==> config.mk <==
export PLATFORM = sky130hd
export DESIGN_NAME = rmq_sqrt_pipe
export DESIGN_NICKNAME = d
export VERILOG_FILES = /design/src/rmq_sqrt_pipe.sv
export SDC_FILE = /design/constraint.sdc
export NUM_CORES = 2
export LEC_CHECK = 0
export BUFFER_PORTS_ARGS = -buffer_cell sky130_fd_sc_hd__buf_2
export CAP_MARGIN = 20
export CORE_MARGIN = 2
export CORE_UTILIZATION = 26
export DETAILED_ROUTE_END_ITERATION = 12
export REMOVE_ABC_BUFFERS = 1
export SYNTH_ARGS = -nofsm -noshare
export SYNTH_HDL_FRONTEND = slang
export SYNTH_SLANG_ARGS = --single-unit
==> constraint.sdc <==
create_clock -name clock -period 3.6 [get_ports clock]
set_input_delay 0.9 -clock clock [delete_from_list [all_inputs] [get_ports clock]]
set_output_delay 0.9 -clock clock [all_outputs]
set_load 0.01 [all_outputs]
==> src/rmq_sqrt_pipe.sv <==
// Pipelined restoring integer square root, several lanes, one result bit per stage.
module rmq_sqrt_pipe #(
   parameter int RW    = 36,
   parameter int LANES = 3,
   parameter int SW    = 1
) (
   input  logic              clock,
   input  logic              en,
   input  logic [RW-1:0]     rad_i  [LANES],
   input  logic [SW-1:0]     side_i,
   output logic [RW/2-1:0]   root_o [LANES],
   output logic [SW-1:0]     side_o
);

   localparam int NR = RW / 2;

   logic [NR+1:0] rem_ff  [NR-1][LANES];
   logic [RW-1:0] rad_ff  [NR-1][LANES];
   logic [NR-1:0] root_ff [NR][LANES];
   logic [SW-1:0] side_ff [NR];

   for (genvar k = 0; k < NR; k++) begin : g_stage
      // sideband travels with the word
      if (k == 0) begin : g_side0
         always_ff @(posedge clock) begin
            if (en) side_ff[k] <= side_i;
         end
      end else begin : g_siden
         always_ff @(posedge clock) begin
            if (en) side_ff[k] <= side_ff[k-1];
         end
      end

      for (genvar l = 0; l < LANES; l++) begin : g_lane
         logic [NR+1:0] rem_prev, remx, trial, rem_in;
         logic [NR-1:0] root_prev, root_in;
         logic [RW-1:0] rad_prev;

         if (k == 0) begin : g_first
            assign rem_prev  = '0;
            assign root_prev = '0;
            assign rad_prev  = rad_i[l];
         end else begin : g_next
            assign rem_prev  = rem_ff[k-1][l];
            assign root_prev = root_ff[k-1][l];
            assign rad_prev  = rad_ff[k-1][l];
         end

         // bring down two radicand bits, try root*4+1
         assign remx  = {rem_prev[NR-1:0], rad_prev[RW-1:RW-2]};
         assign trial = {root_prev, 2'b01};

         always_comb begin
            if (remx >= trial) begin
               rem_in  = remx - trial;
               root_in = {root_prev[NR-2:0], 1'b1};
            end else begin
               rem_in  = remx;
               root_in = {root_prev[NR-2:0], 1'b0};
            end
         end

         always_ff @(posedge clock) begin
            if (en) root_ff[k][l] <= root_in;
         end

         if (k < NR - 1) begin : g_carry
            always_ff @(posedge clock) begin
               if (en) begin
                  rem_ff[k][l] <= rem_in;
                  rad_ff[k][l] <= {rad_prev[RW-3:0], 2'b00};
               end
            end
         end
      end
   end

   // roots from the last stage
   for (genvar l = 0; l < LANES; l++) begin : g_out
      assign root_o[l] = root_ff[NR-1][l];
   end

   assign side_o = side_ff[NR-1];

endmodule

# == Word-level counts from Yosys, hierarchy flattened ==
# Memories as Yosys holds them, arrays and structs flattened.
# Index checks and enable logic that the tools add are counted.
# word_totals
inputBits,111
out_inout_bits,55
register_bits,0
mem_bits_rw,3744
memories,4
# mem_list
name,depth,width,read_ports,rd_ports_with_merged_regs,wr,line_no,text
rad_ff,17,102,17,0,17,18,logic [RW-1:0] rad_ff [NR-1][LANES];
rem_ff,17,60,17,0,17,17,logic [NR+1:0] rem_ff [NR-1][LANES];
root_ff,18,54,18,0,18,19,logic [NR-1:0] root_ff [NR][LANES];
side_ff,18,1,18,0,18,20,logic [SW-1:0] side_ff [NR];
# classes
order_cmp,54
addsub,51
muxes,107
# op_table
operator,count
$ge A20 B20 Y1,51
$mux W20,51
$sub A20 B20 Y20,48
$mux W1,56
$sub A2 B1 Y3 const B,3
$ge A2 B1 Y1 const B,3

# == Logic depth before layout (Yosys ltp) ==
# An unclocked memory read counts as a cell.
# depth
depth_word,3
mapped_depth,12
mapped_depth_nobuf,10

# == Worst setup path before layout ==
# OpenSTA, ideal clock, no wires.
# synth_timing
kind,reg2reg
from,memory rem_ff[9][20] (netlist bit)
to,"memory rem_ff[10][26] (netlist bit), data pin"
arrival_time_ps,2537
required_time_ps,3340
period_less_slack_ps,2797
setup_slack_ps,803
path_stages_with_launch,11
path_cell_list,edfxtp_1 -> ha_1 -> nor2b_1 -> o21ai_0 -> a21boi_0 -> o21bai_1 -> a31oi_1 -> or3_1 -> buf_2 -> buf_4 -> mux2_2
# synth_rtl
element,line_no
from (decl),17

==> impl_metrics.py <==
metrics = {
    "status": {
        "status": "complete, no violations",
    },
    "yosys": {
        "yosysUniqueCellTypes": 91,
        "synth_top_area_share_pct": 65.3,
        "async_flop_share_pct": 0,
        "yosys.area.top_type": "edfxtp_1",
        "avgSynthCellArea_um2": 13.4,
        "synthTopCellsByCount": "edfxtp_1 (2307), inv_1 (747), ha_1 (570)",
        "synth_edf_count": 2307,
        "synth-seq-cells": 2307,
        "post-synth-top-count-cell": "edfxtp_1",
        "ys.warnings.count": 0,
        "synthTopCellsByArea": "edfxtp_1 (65%), ha_1 (6.7%), xnor2_1 (3.0%), inv_1 (2.6%), a21oi_1 (2.2%)",
        "synth.cell_area_mm2": 0.106,
        "yosysSeqAreaShare_pct": 65.3,
        "synthesis.instances": 7908,
        "synthFlopType": "edfxtp_1",
    },
    "detailed_routing": {
        "first_iter_violations": 3551,
        "ant_nets": 0,
        "avgViaCountPerCell": 4.26,
        "totalWireLength_um": 193000,
        "dr_total_vias": 59754,
        "wl_per_cell_um": 13.8,
        "drc_errors": 0,
        "dr.pass1.iters": 8,
    },
    "timing": {
        "max_slew_margin_pct": 48.0,
        "fmax_mhz": 302,
        "skew_ns": 0.0648,
        "finalHoldViolCount": 0,
        "period_share_pct": 91.9,
        "setup_viol": 0,
        "setup_tns_ns": 0,
        "finalMaxSlewViolations": 0,
        "min_period_ns": 3.31,
        "worst_slew_pin_slew_ns": 0.775,
        "rsz0062_at_grt": "false",
        "finalWorstSetupSlack_ns": 0.292,
    },
    "die": {
        "floorplan.initialDensity_pct": 26.1,
        "fp-row-count": 234,
        "die_w_um": 643,
        "dieArea_mm2": 0.413,
        "die_h_um": 643,
        "core_area_mm2": 0.406,
        "ioPinCount": 166,
    },
    "place": {
        "port_buffers": 165,
        "gp_congestion": 0.864,
        "dp.cells": 13544,
        "dpl_worst_slack_ns": 0.235,
        "dp_hpwl_um": 137000,
    },
    "finish": {
        "synthToLayoutAreaGrowth_pct": 16.9,
        "nFillCells": 40482,
        "multiInputGateArea_mm2": 0.0335,
        "final_nets": 9071,
        "drive_above_1_share_pct": 11.5,
        "final-seq-area_mm2": 0.0693,
        "fin_cells": 14031,
    },
    "cts": {
        "clk_pin_slew_ns": 0.06,
        "postCtsHoldBufs": 0,
        "clockRootBuffer": "clkbuf_16",
        "clkSinkCount": 2307,
        "clock_path_buffers": 4,
        "cts_buffers": 272,
        "htreeDepth": 5,
        "cts_tree": "done",
        "cts_setup_buffers": 0,
        "insertion_delay_ns": 0.90,
        "cts_resized": 0,
    },
    "setup_path": {
        "startpoint_type": "register",
        "path_max_fanout": 9,
        "crit_arrival_ns": 3.94,
        "cp.buffers_inverters": 1,
        "timing.rr.start": "rem_ff[13][20]",
        "slowest_stage": "nor3_2",
        "regToRegSetupSlack_ns": 0.29,
        "crit_chain": "ha_1 -> nor2b_1 -> o21ai_0 -> a211oi_1 -> o211ai_1 -> a2111oi_2 -> nor3_2 -> buf_4 -> mux2_2",
        "slowest_delay_ns": 0.67,
        "worst-setup-path-type": "register to register",
        "cp.required_ns": 4.23,
        "end_kind": "register",
        "crit_family": "compound AO/OA/AOI/OAI gates",
        "r2r_cells": 9,
        "timing.rr.end": "rem_ff[14][24]",
    },
    "grt": {
        "antenna_found_initial": 4,
        "grt_pass1_vias": 59103,
        "grt-ovfl-total": 0,
        "grt_pass1_wl_um": 312000,
        "grt_use_total_pct": 9.13,
        "grt_max_degree": 64,
    },
    "min_path": {
        "min_from": "rad_i[7]",
        "min_path_cells": 1,
        "hold_class": "input pin to register",
        "min_to": "rad_ff[0][7]",
    },
    "run": {
        "max_cap_violations": 0,
    },
    "pwr": {
        "ir_drop_mv": 0.348,
        "powerDensity_mw_per_mm2": 600,
        "p_leak_nw": 46.9,
        "finalPower_w": 0.0744,
    },
}
==> per-stage QoR <==
step / hold slack [ns] / cell area [µm²] / utilization (%)
floorplan: 0.400 / 106000 / -
global placement: 0.400 / 115000 / 28.3
detailed placement: 0.405 / 115000 / 28.3
CTS: 0.0588 / 124000 / 30.5
global route: 0.0981 / 124000 / 30.5
finish: 0.176 / 124000 / 30.5
==> routing by layer <==
layer | track usage (%) | share of wire (%)
met5 | 0 | 0.0098
met4 | 3.63 | 3.7
met3 | 1.55 | 4.1
met2 | 14.9 | 46
met1 | 12.0 | 47
==> state kept, by name, summed over array words and instances, names as in the netlist <==
name and cells:
root_ff 513, rad_ff 918, side_ff 18, rem_ff 858
==> where the power goes <==
group | leakage, nW | internal, W | switching (W)
Combinational | 20.5 | 0.00533 | 0.00655
Clock | 4.29 | 0.0162 | 0.0111
Sequential | 22.1 | 0.0335 | 0.00175
==> logic make-up after synthesis <==
group	share of synthesized area (%)
xor gates and xnor gates	4.96
adders and majority gates	6.73
and+or+nand+nor	8.61
other	0.00354
AOI/OAI and AO/OA	9.32
buffers and inverters	3.09
DFF	65.3
muxes	1.96
==> worst max-delay path by stage <==
stage,from,to,slack [ns],depth (start not counted)
after floorplan,rem_ff[15][49],rem_ff[16][56],-0.03,8
after global placement,rem_ff[13][20],rem_ff[14][23],0.19,9
after detailed placement,rem_ff[13][20],rem_ff[14][25],0.24,9
after CTS,rem_ff[13][20],rem_ff[14][25],0.21,9
after global routing,rem_ff[13][20],rem_ff[14][24],0.07,9
final,rem_ff[13][20],rem_ff[14][24],0.29,9
==> cell type report <==
class                           instances  area share (%)
Tap cell                             5428            5.48
Clock inverter                        157            1.48
Inverter                              754            2.28
Clock buffer                          325            5.69
Timing Repair Buffer                  314            2.11
Sequential cell                      2307            55.9
Multi-Input combinational cell       4741            27.0
Antenna cell                            5          0.0101
==> cells in the final DEF (no fill, tap or decap), drive strengths merged, types with 92 or more instances in the layout <==
cell / synthesis / routed
nor3: 183 / 183
nand3: 120 / 120
ha: 570 / 570
a21oi: 464 / 464
o21a: 127 / 127
xor2: 236 / 236
clkbuf: 86 / 325
inv: 754 / 774
nand2: 417 / 417
edfxtp: 2307 / 2307
buf: 22 / 314
clkinv: 0 / 92
o21ai: 364 / 364
nor2: 476 / 476
xnor2: 364 / 364
mux2: 161 / 161
a21o: 151 / 151
Note: power is estimated with default switching activity, not from simulation.
